===== config.mk =====
export PLATFORM = sky130hd
export DESIGN_NAME = kfti_div
export DESIGN_NICKNAME = d
export VERILOG_FILES = /design/src/rtl/kfti_pkg.sv /design/src/rtl/kfti_div.sv
export SDC_FILE = /design/constraint.sdc
export NUM_CORES = 1
export LEC_CHECK = 0
export BUFFER_PORTS_ARGS = -buffer_cell sky130_fd_sc_hd__buf_2
export CORE_MARGIN = 5
export CORE_UTILIZATION = 45
export DETAILED_ROUTE_END_ITERATION = 10
export GPL_TIMING_DRIVEN = 0
export PLACE_DENSITY = 0.65
export SLEW_MARGIN = 20
export SYNTH_ARGS = -nofsm -noshare
export SYNTH_HDL_FRONTEND = slang
export SYNTH_SLANG_ARGS = --single-unit

===== constraint.sdc =====
create_clock -name i_clk -period 8.25 [get_ports i_clk]
set_input_delay 0.4125 -clock i_clk [delete_from_list [all_inputs] [get_ports i_clk]]
set_output_delay 0.4125 -clock i_clk [all_outputs]
set_load 0.01 [all_outputs]

===== src/rtl/kfti_pkg.sv =====
`timescale 1ns / 1ps
// ----------------------------------------------------------------------------
// kfti_pkg
// shared types and codes of the keyframe time to fractional index core
// ----------------------------------------------------------------------------
package kfti_pkg;

    localparam int TIME_W  = 32;
    localparam int INDEX_W = 24;
    localparam int STS_W   = 2;
    localparam int FRAC_W  = 16;
    localparam int QUOT_W  = FRAC_W + 1;
    localparam int DCNT_W  = 5;

    localparam logic CMD_APPEND = 1'b0;
    localparam logic CMD_QUERY  = 1'b1;

    localparam logic [STS_W-1:0] STS_OK    = 2'd0;
    localparam logic [STS_W-1:0] STS_BELOW = 2'd1;
    localparam logic [STS_W-1:0] STS_FULL  = 2'd2;

    typedef enum logic [3:0] {
        ST_IDLE,
        ST_APPEND,
        ST_SEARCH,
        ST_CMP,
        ST_PREV,
        ST_NEXT,
        ST_DIV,
        ST_OUT
    } t_state;

    typedef struct packed {
        logic                done;
        logic [QUOT_W-1:0]   quot;
    } t_div_rsp;

endpackage


===== src/rtl/kfti_div.sv =====
`timescale 1ns / 1ps
// ----------------------------------------------------------------------------
// kfti_div
// restoring divider for the interpolation fraction, one quotient bit a cycle
// ----------------------------------------------------------------------------
module kfti_div (
    input  logic                        i_clk,
    input  logic                        i_rst_n,
    input  logic                        i_start,
    input  logic [kfti_pkg::TIME_W-1:0] i_num,
    input  logic [kfti_pkg::TIME_W-1:0] i_den,
    output kfti_pkg::t_div_rsp          o_rsp
);

    logic                              r_busy;
    logic                              r_done;
    logic [kfti_pkg::DCNT_W-1:0]       r_cnt;
    logic [kfti_pkg::TIME_W:0]         r_rem;
    logic [kfti_pkg::TIME_W-1:0]       r_den;
    logic [kfti_pkg::QUOT_W-1:0]       r_quot;
    logic                              first;
    logic [kfti_pkg::TIME_W:0]         trial;
    logic [kfti_pkg::TIME_W+1:0]       diff;
    logic                              q_bit;

    // numerator never exceeds the divisor, so the top bit needs no shift
    assign first = (r_cnt == kfti_pkg::DCNT_W'(kfti_pkg::QUOT_W - 1));
    assign trial = first ? r_rem : {r_rem[kfti_pkg::TIME_W-1:0], 1'b0};
    assign diff  = {1'b0, trial} - {2'b00, r_den};
    assign q_bit = ~diff[kfti_pkg::TIME_W+1];

    always_ff @(posedge i_clk) begin
        if (!i_rst_n) begin
            r_busy <= 1'b0;
            r_done <= 1'b0;
            r_cnt  <= '0;
        end else begin
            r_done <= 1'b0;
            if (i_start) begin
                r_busy <= 1'b1;
                r_cnt  <= kfti_pkg::DCNT_W'(kfti_pkg::QUOT_W - 1);
            end else if (r_busy) begin
                r_cnt <= r_cnt - 1'b1;
                if (r_cnt == '0) begin
                    r_busy <= 1'b0;
                    r_done <= 1'b1;
                end
            end
        end
    end

    always_ff @(posedge i_clk) begin
        if (i_start) begin
            r_rem  <= {1'b0, i_num};
            r_den  <= i_den;
            r_quot <= '0;
        end else if (r_busy) begin
            r_rem  <= q_bit ? diff[kfti_pkg::TIME_W:0] : trial;
            r_quot <= {r_quot[kfti_pkg::QUOT_W-2:0], q_bit};
        end
    end

    assign o_rsp.done = r_done;
    assign o_rsp.quot = r_quot;

endmodule


==> flow_metrics.tcl, run 1 <==
set metrics [dict create \
    finalSetupViolations 0 \
    synth_top_cell_area_share 0.327 \
    end_kind "flip-flop" \
    n_antenna_cell 0 \
    postSynthNetCount 723 \
    cts-buffers-inserted 9 \
    tightestPinTransition_ns 0.876 \
    first_global_vias 5035 \
    kind_of_start_point_of_the_critical_path "flip-flop" \
    status "finished, final reports clean" \
    avgViaCountPerCell 5.53 \
    grt_usage 0.203 \
    globalplace.congestion 0.971 \
    worst_setup_path_endpoint "r_rem[12]$_DFFE_PP_" \
    critical_path_class "flip-flop to flip-flop" \
    core-area_um2 12700 \
    postSynthRegisterBits 89 \
    clock_sinks 89 \
    route.detailed.wl_per_inst_um 17.5 \
    post_cts_buffers 0 \
    arrival_time_at_the_worst_endpoint_ns 5.06 \
    synth-warning-count 0 \
    final.period_utilization 0.591 \
    place_hpwl_um 11600 \
    cellLeakagePower_nw 2.89 \
    critical_path_peak_fanout 10 \
    num_vias 4942 \
    synth_edf_count 64 \
    yosys_most_used_dff "edfxtp_1" \
    cts-htree-levels 3 \
    die_area_um2 15500 \
    routed_wl_um 15600 \
    number_of_violations_reported_at_the_end_of_detailed_routing_iteration_0 273 \
    postCtsHoldBufs 0 \
    depth_of_the_worst_register_to_register_path 16 \
    antenna_found_initial 0 \
    io_pins 85 \
    register_area_um2 2420 \
    die_height_um 124 \
    layout_fillers 1214 \
    initial_core_util 0.463 \
    synth_top_cells_by_area "edfxtp_1 33%, dfxtp_1 8.5%, ha_1 7.2%" \
    worst_skew_late_latency_ns 0.36 \
    yosysSeqAreaShare 0.412 \
    tritoncts "yes" \
    max-vdd-ir-drop_uv 180 \
    asyncSetResetFlopFracSynth 0 \
    r2r_slack_ns 3.38 \
    drc 0 \
    clock_tree.buffer_depth 2 \
    post_route_cells_drive_above_1_share 0.212 \
    synth_area_per_cell_um2 9.48 \
    drtAntennaViolNets 0 \
    pin_count_of_the_biggest_net_entering_global_routing 34 \
    timing_max_transition_violations_final 0 \
    root_buffer "clkbuf_16" \
    cp_data_required_time_ns 8.44 \
    cts_resizes 0 \
    final-hold-violation-count 0 \
    clock.fmax_mhz 205 \
    overall_die_width_um 124 \
    tns_ns 0 \
    clk_transition_reported_paths_ns 0.08 \
    critPathLaunch "r_cnt[0]$_SDFFE_PP0P_" \
    finalCriticalPeriod_ns 4.87 \
    grt_setup_unrepaired "false" \
    multi_input_combinational_cell_area_um2 3150 \
    floorplan.rows 41 \
    synth_most_common_cell "nand2_1" \
    drv_cap 0 \
    synthesis.instances 621 \
    final_nets 819 \
    timing.slew.headroom 0.416 \
    io_buffers 84 \
    grt_ovf 0 \
    netlist-cell-type-count 62 \
    regToRegStartpoint "r_cnt[0]$_SDFFE_PP0P_" \
    synth.cell_area_um2 5880 \
    power.density_cell_area_nw_per_um2 306 \
    regToRegEndpoint "r_rem[12]$_DFFE_PP_" \
    synth_top_area_cell "edfxtp_1" \
    postLayoutCoreUtil 0.537 \
    netlist_top_cells_count "66 x nand2_1, 64 x edfxtp_1, 55 x nor2_1" \
    finalClockSkew_ns 0.0106 \
    hold_path_class "input pin to flip-flop" \
    flow.area_growth_from_synthesis_pct 16.0 \
    drt-pass1-iter-count 5 \
    grt_pass1_wl_um 25600 \
    timing.hold.ws_ns 0.224 \
]
power breakdown:
part	switching, mW	total [mW]	internal (mW)	leakage, nW
Combinational	0.622	1.07	0.449	1.91
Sequential	0.0351	0.609	0.574	0.836
Clock	0.195	0.406	0.212	0.145
Total	0.852	2.09	1.23	2.89
area by class of cell:
type	instances	share of cell area
Sequential cell	89	0.355
Tap cell	172	0.0315
Buffer	29	0.0220
Multi-Input combinational cell	460	0.462
Clock inverter	7	0.00880
Timing Repair Buffer	85	0.0645
Clock buffer	9	0.0330
Inverter	43	0.0236
per-stage QoR:
step	instances	total power [mW]	cell area [µm²]	setup slack [ns]
CTS	894	2.09	6830	3.35
global route	894	2.24	6830	3.05
floorplan	621	1.43	5880	4.28
detailed placement	878	1.67	6540	3.40
global placement	877	1.65	6520	3.48
finish	894	2.09	6830	3.38
flip-flops by register name (all words and copies together) (netlist names):
name	count
r_rem	33
r_den	32
r_quot	17
r_cnt	5
r_busy	1
r_done	1
kinds of logic after synthesis:
group	Yosys count	share of synthesized area
XOR/XNOR	25	0.0372
AND/OR/NAND/NOR	191	0.147
adder cells (fa/ha/maj)	35	0.0757
multiplexers	53	0.0972
AO/OA/AOI/OAI	156	0.178
flip-flops	89	0.412
buffers and inverters	72	0.0529
worst max-delay path, cell delays in order, from the launching register on:
cell and delay (ns):
dfxtp_1 0.34, inv_1 0.08, ha_1 0.17, and3_1 0.15, clkbuf_1 0.29, clkbuf_1 0.67
mux2_2 0.44, ha_1 0.39, nand2_1 0.13, nor3b_2 0.30, o211ai_2 0.21, a311oi_2 0.37
o21ai_2 0.17, o21ai_1 0.20, clkbuf_1 0.46, nand2_1 0.11, a31oi_1 0.22
layer usage:
| layer | part of all wire | track usage | up-vias |
|---|---|---|---|
| met4 | 0.018 | 0.0529 | 0 |
| met5 | 0 | 0 | - |
| met2 | 0.47 | 0.334 | 140 |
| met1 | 0.46 | 0.270 | 2324 |
| met3 | 0.051 | 0.0480 | 19 |
| li1 | - | - | 2459 |
placed cells by master, fill, tap and decap left out, types with 12 or more instances in the layout:
| cell | netlist | routed |
|---|---|---|
| buf_2 | 3 | 87 |
| nand2_1 | 66 | 65 |
| edfxtp_1 | 64 | 64 |
| nor2_1 | 55 | 55 |
| inv_1 | 42 | 42 |
| a21oi_1 | 37 | 37 |
| ha_1 | 34 | 34 |
| mux2_2 | 32 | 32 |
| nand3_1 | 28 | 28 |
| dfxtp_1 | 25 | 25 |
| o21ai_0 | 21 | 21 |
| a31oi_1 | 21 | 21 |
| mux2i_1 | 20 | 20 |
| clkbuf_1 | 16 | 16 |
| xnor2_1 | 15 | 15 |
| o211ai_1 | 14 | 14 |
| a21o_1 | 12 | 12 |
how the worst min path moves through the flow:
stage | end | slack (ns) | cells after the start | startpoint
6_report | r_den[22]$_DFFE_PP_ | 0.22 | 1 | i_den[22]
5_1_grt | r_den[17]$_DFFE_PP_ | 0.21 | 1 | i_den[17]
4_1_cts | r_den[21]$_DFFE_PP_ | 0.21 | 1 | i_den[21]
3_5_place_dp | r_rem[32]$_SDFFE_PP0P_ | 0.48 | 2 | r_rem[32]$_SDFFE_PP0P_
3_3_place_gp | r_rem[32]$_SDFFE_PP0P_ | 0.47 | 2 | r_rem[32]$_SDFFE_PP0P_
2_1_floorplan | r_rem[32]$_SDFFE_PP0P_ | 0.45 | 2 | r_rem[32]$_SDFFE_PP0P_
Note: power is estimated with default switching activity, not from simulation.
==> inputs of run 2 (changes only) <==
--- a/config.mk
+++ b/config.mk
@@ -5,12 +5,13 @@
 export SDC_FILE = /design/constraint.sdc
 export NUM_CORES = 1
 export LEC_CHECK = 0
+export ABC_AREA = 1
 export BUFFER_PORTS_ARGS = -buffer_cell sky130_fd_sc_hd__buf_2
 export CORE_MARGIN = 5
 export CORE_UTILIZATION = 45
 export DETAILED_ROUTE_END_ITERATION = 10
 export GPL_TIMING_DRIVEN = 0
-export PLACE_DENSITY = 0.65
+export PLACE_DENSITY = 0.67
 export SLEW_MARGIN = 20
 export SYNTH_ARGS = -nofsm -noshare
 export SYNTH_HDL_FRONTEND = slang
==> constraint.sdc (replaced) <==
create_clock -name i_clk -period 4.04 [get_ports i_clk]
set_input_delay 0.202 -clock i_clk [delete_from_list [all_inputs] [get_ports i_clk]]
set_output_delay 0.202 -clock i_clk [all_outputs]
set_load 0.01 [all_outputs]
==> flow_metrics.tcl, run 2 <==
set metrics [dict create \
    flow.area_growth_from_synthesis_pct 14.5 \
    grt_usage 0.214 \
    post_route_cells_drive_above_1_share 0.104 \
    io_buffers 84 \
    synth_top_area_cell "edfxtp_1" \
    cellLeakagePower_nw 4.30 \
    synthesis.instances 1052 \
    cts-buffers-inserted 9 \
    status "finished, final reports clean" \
    worst_skew_late_latency_ns 0.36 \
    power.density_cell_area_nw_per_um2 523 \
    clock.fmax_mhz 267 \
    first_global_vias 6138 \
    place_hpwl_um 15200 \
    final_common_cell "nand2_1" \
    netlist_top_cells_count "410 x nand2_1, 218 x inv_1, 72 x nand3_1" \
    drv_cap 0 \
    kind_of_start_point_of_the_critical_path "flip-flop" \
    final_nets 1250 \
    drtAntennaViolNets 0 \
    clk_transition_reported_paths_ns 0.07 \
    cpPeakStageDelay_ns 0.39 \
    max-vdd-ir-drop_uv 276 \
    tritoncts "yes" \
    register_area_um2 2420 \
    synth.cell_area_um2 6850 \
    floorplan.rows 45 \
    critPathLaunch "r_cnt[0]$_SDFFE_PP0P_" \
    r2r_slack_ns 0.29 \
    largestRegisters "r_rem x33, r_den x32, r_quot x17" \
    clock_tree.buffer_depth 2 \
    netlist-cell-type-count 35 \
    end_kind "flip-flop" \
    finalCriticalPeriod_ns 3.75 \
    initial_core_util 0.454 \
    cts_resizes 0 \
    power.switching_mw 1.81 \
    yosys_most_used_dff "edfxtp_1" \
    synth_area_per_cell_um2 6.52 \
    n_antenna_cell 0 \
    synth_most_common_cell "nand2_1" \
    power_frac_seq 0.286 \
    postSynthNetCount 1154 \
    postLayoutCoreUtil 0.520 \
    avgViaCountPerCell 4.87 \
    postCtsHoldBufs 0 \
    largest-register "r_rem" \
    hold_path_class "input pin to flip-flop" \
    yosysSeqAreaShare 0.353 \
    grt_setup_unrepaired "false" \
    postSynthRegisterBits 89 \
    combPwrFrac 0.506 \
    route.detailed.wl_per_inst_um 13.8 \
    tightestPinTransition_ns 0.814 \
    io_pins 85 \
    arrival_time_at_the_worst_endpoint_ns 3.86 \
    regToRegEndpoint "r_rem[26]$_DFFE_PP_" \
    multi_input_combinational_cell_area_um2 3470 \
    worstPathCellList "inv_1, ha_1, nand3_4, inv_1, clkbuf_1, o21ai_0, ha_1, nand2_1, inv_1, a21oi_1, inv_1, a21oi_1, nand2_1, nand2_2, buf_2, nand3_1, nand2_1, inv_1, nand2_1, nand2_1" \
    synth-warning-count 0 \
    critical_path_class "flip-flop to flip-flop" \
    number_of_violations_reported_at_the_end_of_detailed_routing_iteration_0 459 \
    grt_ovf 0 \
    routed_wl_um 18600 \
    globalplace.congestion 0.897 \
    num_vias 6536 \
    worst_setup_path_endpoint "r_rem[26]$_DFFE_PP_" \
    power.share.switching 0.440 \
    timing_max_transition_violations_final 0 \
    overall_die_width_um 133 \
    antenna_found_initial 0 \
    clock_power_share 0.207 \
    cp_data_required_time_ns 4.16 \
    post_cts_buffers 0 \
    critical_path_peak_fanout 10 \
    synth_top_cell_area_share 0.280 \
    largest_register_ff_count 33 \
    finalSetupViolations 0 \
    synth_top_cells_by_area "edfxtp_1 28%, nand2_1 22%, inv_1 12%" \
    drt-pass1-iter-count 6 \
    layout.cells.most_common_list "410 x nand2_1, 218 x inv_1, 90 x buf_2, 72 x nand3_1, 64 x edfxtp_1" \
    core-area_um2 15100 \
    power_report.internal_total_mw 2.30 \
    regToRegStartpoint "r_cnt[0]$_SDFFE_PP0P_" \
    p_total_mw 4.11 \
    root_buffer "clkbuf_16" \
    crit_path_top_delay_cell "ha_1" \
    timing.hold.ws_ns 0.0139 \
    final.period_utilization 0.927 \
    synth_edf_count 64 \
    die_height_um 133 \
    asyncSetResetFlopFracSynth 0 \
    final-hold-violation-count 0 \
    grt_pass1_wl_um 30300 \
    finalClockSkew_ns 0.00964 \
    layout_fillers 1565 \
    depth_of_the_worst_register_to_register_path 20 \
    cts-htree-levels 3 \
    die_area_um2 17800 \
    timing.slew.headroom 0.457 \
    clock_sinks 89 \
    pin_count_of_the_biggest_net_entering_global_routing 34 \
    drc 0 \
]
## run 2: power groups by stage
stage	combinational (mW)	sequential [mW]	clock, mW
after global routing	2.37	1.19	0.907
after global placement	2.02	1.19	0
after CTS	2.06	1.18	0.872
after floorplan	1.53	1.19	0
after detailed placement	2.05	1.20	0
final	2.08	1.18	0.852
## run 2: critical path: cells and delay by family (launching register included)
kind            cells  cell delay (ns)
simple gates        8             0.88
fa+ha+maj           2             0.66
compound gates      3             0.61
buf+inv             7             1.04
flops               1             0.31
## run 2: cell type report
| class | count | share of cell area |
|---|---|---|
| Sequential cell | 89 | 0.309 |
| Timing Repair Buffer | 85 | 0.0571 |
| Buffer | 27 | 0.0179 |
| Clock inverter | 7 | 0.0110 |
| Inverter | 219 | 0.105 |
| Multi-Input combinational cell | 717 | 0.442 |
| Tap cell | 188 | 0.0300 |
| Clock buffer | 9 | 0.0287 |
## run 2: routing by layer
metal / up-vias / GRT usage / part of all wire
met1: 2878 / 0.310 / 0.49
met4: 0 / 0.0686 / 0.022
met2: 182 / 0.323 / 0.42
met5: - / 0 / 0
met3: 23 / 0.0381 / 0.066
li1: 3453 / - / -
## run 2: stage by stage
step,instance area (µm²),TNS [ns],setup WS (ns),instances
2_1_floorplan,6850,0,1.16,1052
3_3_place_gp,7510,-2.25,-0.0730,1324
3_5_place_dp,7540,0,0.390,1325
4_1_cts,7850,0,0.375,1341
5_1_grt,7850,0,0.00906,1341
6_report,7850,0,0.294,1341
## run 2: worst min-delay path by stage
stage / endpoint / start / cells after the start / slack [ns]
finish: r_den[29]$_DFFE_PP_ / i_den[29] / 1 / 0.01
CTS: r_den[31]$_DFFE_PP_ / i_den[31] / 1 / 0.004
global placement: r_den[22]$_DFFE_PP_ / i_den[22] / 1 / 0.38
detailed placement: r_den[17]$_DFFE_PP_ / i_den[17] / 1 / 0.38
floorplan: r_den[0]$_DFFE_PP_ / i_den[0] / 0 / 0.30
global route: r_den[30]$_DFFE_PP_ / i_den[30] / 1 / 0.007
## run 2: kinds of logic after synthesis
kind of cell / synth area share
simple gates: 0.360
fa+ha+maj: 0.0650
compound gates: 0.0610
buf+inv: 0.140
xor+xnor: 0.0204
flops: 0.353
==> inputs of run 3 (changes only) <==
--- a/config.mk
+++ b/config.mk
@@ -11,6 +11,7 @@
 export CORE_UTILIZATION = 45
 export DETAILED_ROUTE_END_ITERATION = 10
 export GPL_TIMING_DRIVEN = 0
+export MAX_ROUTING_LAYER = met4
 export PLACE_DENSITY = 0.67
 export SLEW_MARGIN = 20
 export SYNTH_ARGS = -nofsm -noshare
==> flow_metrics.tcl, run 3 (same netlist as run 2, synthesis figures left out) <==
set metrics [dict create \
    timing_max_transition_violations_final 0 \
    crit_path_top_delay_cell "ha_1" \
    largest_register_ff_count 33 \
    avgViaCountPerCell 4.86 \
    r2r_slack_ns 0.40 \
    tns_ns 0 \
    first_global_vias 6168 \
    postLayoutCoreUtil 0.519 \
    pin_count_of_the_biggest_net_entering_global_routing 34 \
    timing.hold.worst.start "i_den[30]" \
    grt_setup_unrepaired "false" \
    tritoncts "yes" \
    layout.cells.most_common_list "410 x nand2_1, 218 x inv_1, 90 x buf_2, 72 x nand3_1, 64 x edfxtp_1" \
    grt_pass1_wl_um 30300 \
    kind_of_start_point_of_the_critical_path "flip-flop" \
    final_nets 1250 \
    cpLargestDelayFamily "simple AND/OR/NAND/NOR gates" \
    regToRegStartpoint "r_cnt[0]$_SDFFE_PP0P_" \
    num_vias 6516 \
    final.period_utilization 0.900 \
    end_kind "flip-flop" \
    post_route_cells_drive_above_1_share 0.105 \
    p_total_mw 4.10 \
    drv_cap 0 \
    critical_path_class "flip-flop to flip-flop" \
    timing.slew.headroom 0.469 \
    max-vdd-ir-drop_uv 255 \
    place_hpwl_um 15300 \
    finalClockSkew_ns 0.0111 \
    hold_end "r_den[30]$_DFFE_PP_" \
    flow.area_growth_from_synthesis_pct 14.3 \
    initial_core_util 0.454 \
    drt-pass1-iter-count 5 \
    tightestPinTransition_ns 0.796 \
    root_buffer "clkbuf_16" \
    arrival_time_at_the_worst_endpoint_ns 3.76 \
    clk_transition_reported_paths_ns 0.07 \
    routed_wl_um 18700 \
    worstPathCellList "inv_1, ha_1, nand3_4, clkbuf_1, o21ai_0, ha_1, nand2_1, nor2_1, nand3_1, nand3_2, nand2_1, nand2_1, nand2_2, nand2_4, buf_6, nand3_1, nand2_1, nand2_1" \
    worst_skew_late_latency_ns 0.36 \
    cpPeakStageDelay_ns 0.42 \
    grt_ovf 0 \
    stdcell_area_um2 7830 \
    cts-htree-levels 3 \
    status "finished, final reports clean" \
    number_of_violations_reported_at_the_end_of_detailed_routing_iteration_0 456 \
    cell_area_placed_um2 7540 \
    overall_die_width_um 133 \
    depth_of_the_worst_register_to_register_path 18 \
    drc 0 \
    cp_data_required_time_ns 4.16 \
    timing.hold.ws_ns 0.0145 \
    io_buffers 84 \
    globalplace.congestion 0.920 \
    hold_path_class "input pin to flip-flop" \
    final-hold-violation-count 0 \
    finalCriticalPeriod_ns 3.64 \
    die_area_um2 17800 \
    cts-buffers-inserted 9 \
    n_antenna_cell 0 \
    min_path_cells 1 \
    die_height_um 133 \
    cpMostUsedCell "nand2_1" \
    antenna_found_initial 0 \
    drtAntennaViolNets 0 \
    floorplan.rows 45 \
    core-area_um2 15100 \
    finalSetupViolations 0 \
    final_common_cell "nand2_1" \
    clock.fmax_mhz 275 \
    worst-path-buf-inv 3 \
    grt_usage 0.221 \
    io_pins 85 \
    clock_sinks 89 \
    regToRegEndpoint "r_rem[30]$_DFFE_PP_" \
    largestRegisters "r_rem x33, r_den x32, r_quot x17" \
    cellLeakagePower_nw 4.30 \
    critical_path_peak_fanout 10 \
    clock_tree.buffer_depth 2 \
    post_cts_buffers 0 \
    route.detailed.wl_per_inst_um 13.9 \
    largest-register "r_rem" \
    power.density_cell_area_nw_per_um2 524 \
]
-- run 3: worst register-to-register path, stage by stage (launching register included) --
cell	delay, ns
dfxtp_1	0.33
inv_1	0.07
ha_1	0.27
nand3_4	0.16
clkbuf_1	0.41
o21ai_0	0.27
ha_1	0.42
nand2_1	0.12
nor2_1	0.19
nand3_1	0.12
nand3_2	0.12
nand2_1	0.08
nand2_1	0.09
nand2_2	0.14
nand2_4	0.14
buf_6	0.17
nand3_1	0.16
nand2_1	0.10
nand2_1	0.04
-- run 3: area by class of cell --
type	instances	area (µm²)
plain buffers	27	141
multi-input cells	717	3470
inverters	219	822
fillers	1592	7260
repair buffers	85	448
clock inverters	7	66.3
clock buffers	9	225
flip-flops and latches	89	2420
well taps	188	235
-- run 3: repair_timing --
action | CTS | global route
hold endpoints to repair | 0 | 0
gates resized for setup | 0 | 2
hold buffers | 0 | 0
setup endpoints to repair | 0 | 1
-- run 3: worst max-delay path by stage --
stage | from | end | cells after the start
global placement | i_start | r_rem[6]$_DFFE_PP_ | 6
global route | r_cnt[1]$_SDFFE_PP0P_ | r_rem[26]$_DFFE_PP_ | 20
CTS | r_cnt[0]$_SDFFE_PP0P_ | r_rem[30]$_DFFE_PP_ | 20
detailed placement | r_cnt[0]$_SDFFE_PP0P_ | r_rem[26]$_DFFE_PP_ | 20
finish | r_cnt[0]$_SDFFE_PP0P_ | r_rem[30]$_DFFE_PP_ | 18
floorplan | r_cnt[0]$_SDFFE_PP0P_ | r_rem[30]$_DFFE_PP_ | 20
-- run 3: power breakdown --
group          internal, mW  switching [mW]
Clock                 0.435           0.410
Sequential             1.13          0.0452
Combinational         0.731            1.35
Total                  2.30            1.81
-- run 3: metal layers --
layer  up-vias  track usage  routed length (µm)
li1       3460            -                   -
met5         -            -                   0
met2       181        0.333                8000
met4         0       0.0514                 174
met1      2863        0.312                9390
met3        12       0.0363                1140
-- run 3: per-stage QoR --
stage | std cells | setup slack (ns)
final | 1341 | 0.404
after global routing | 1341 | 0.00681
after CTS | 1341 | 0.359
after detailed placement | 1325 | 0.383
after global placement | 1324 | -0.0700
after floorplan | 1052 | 1.16
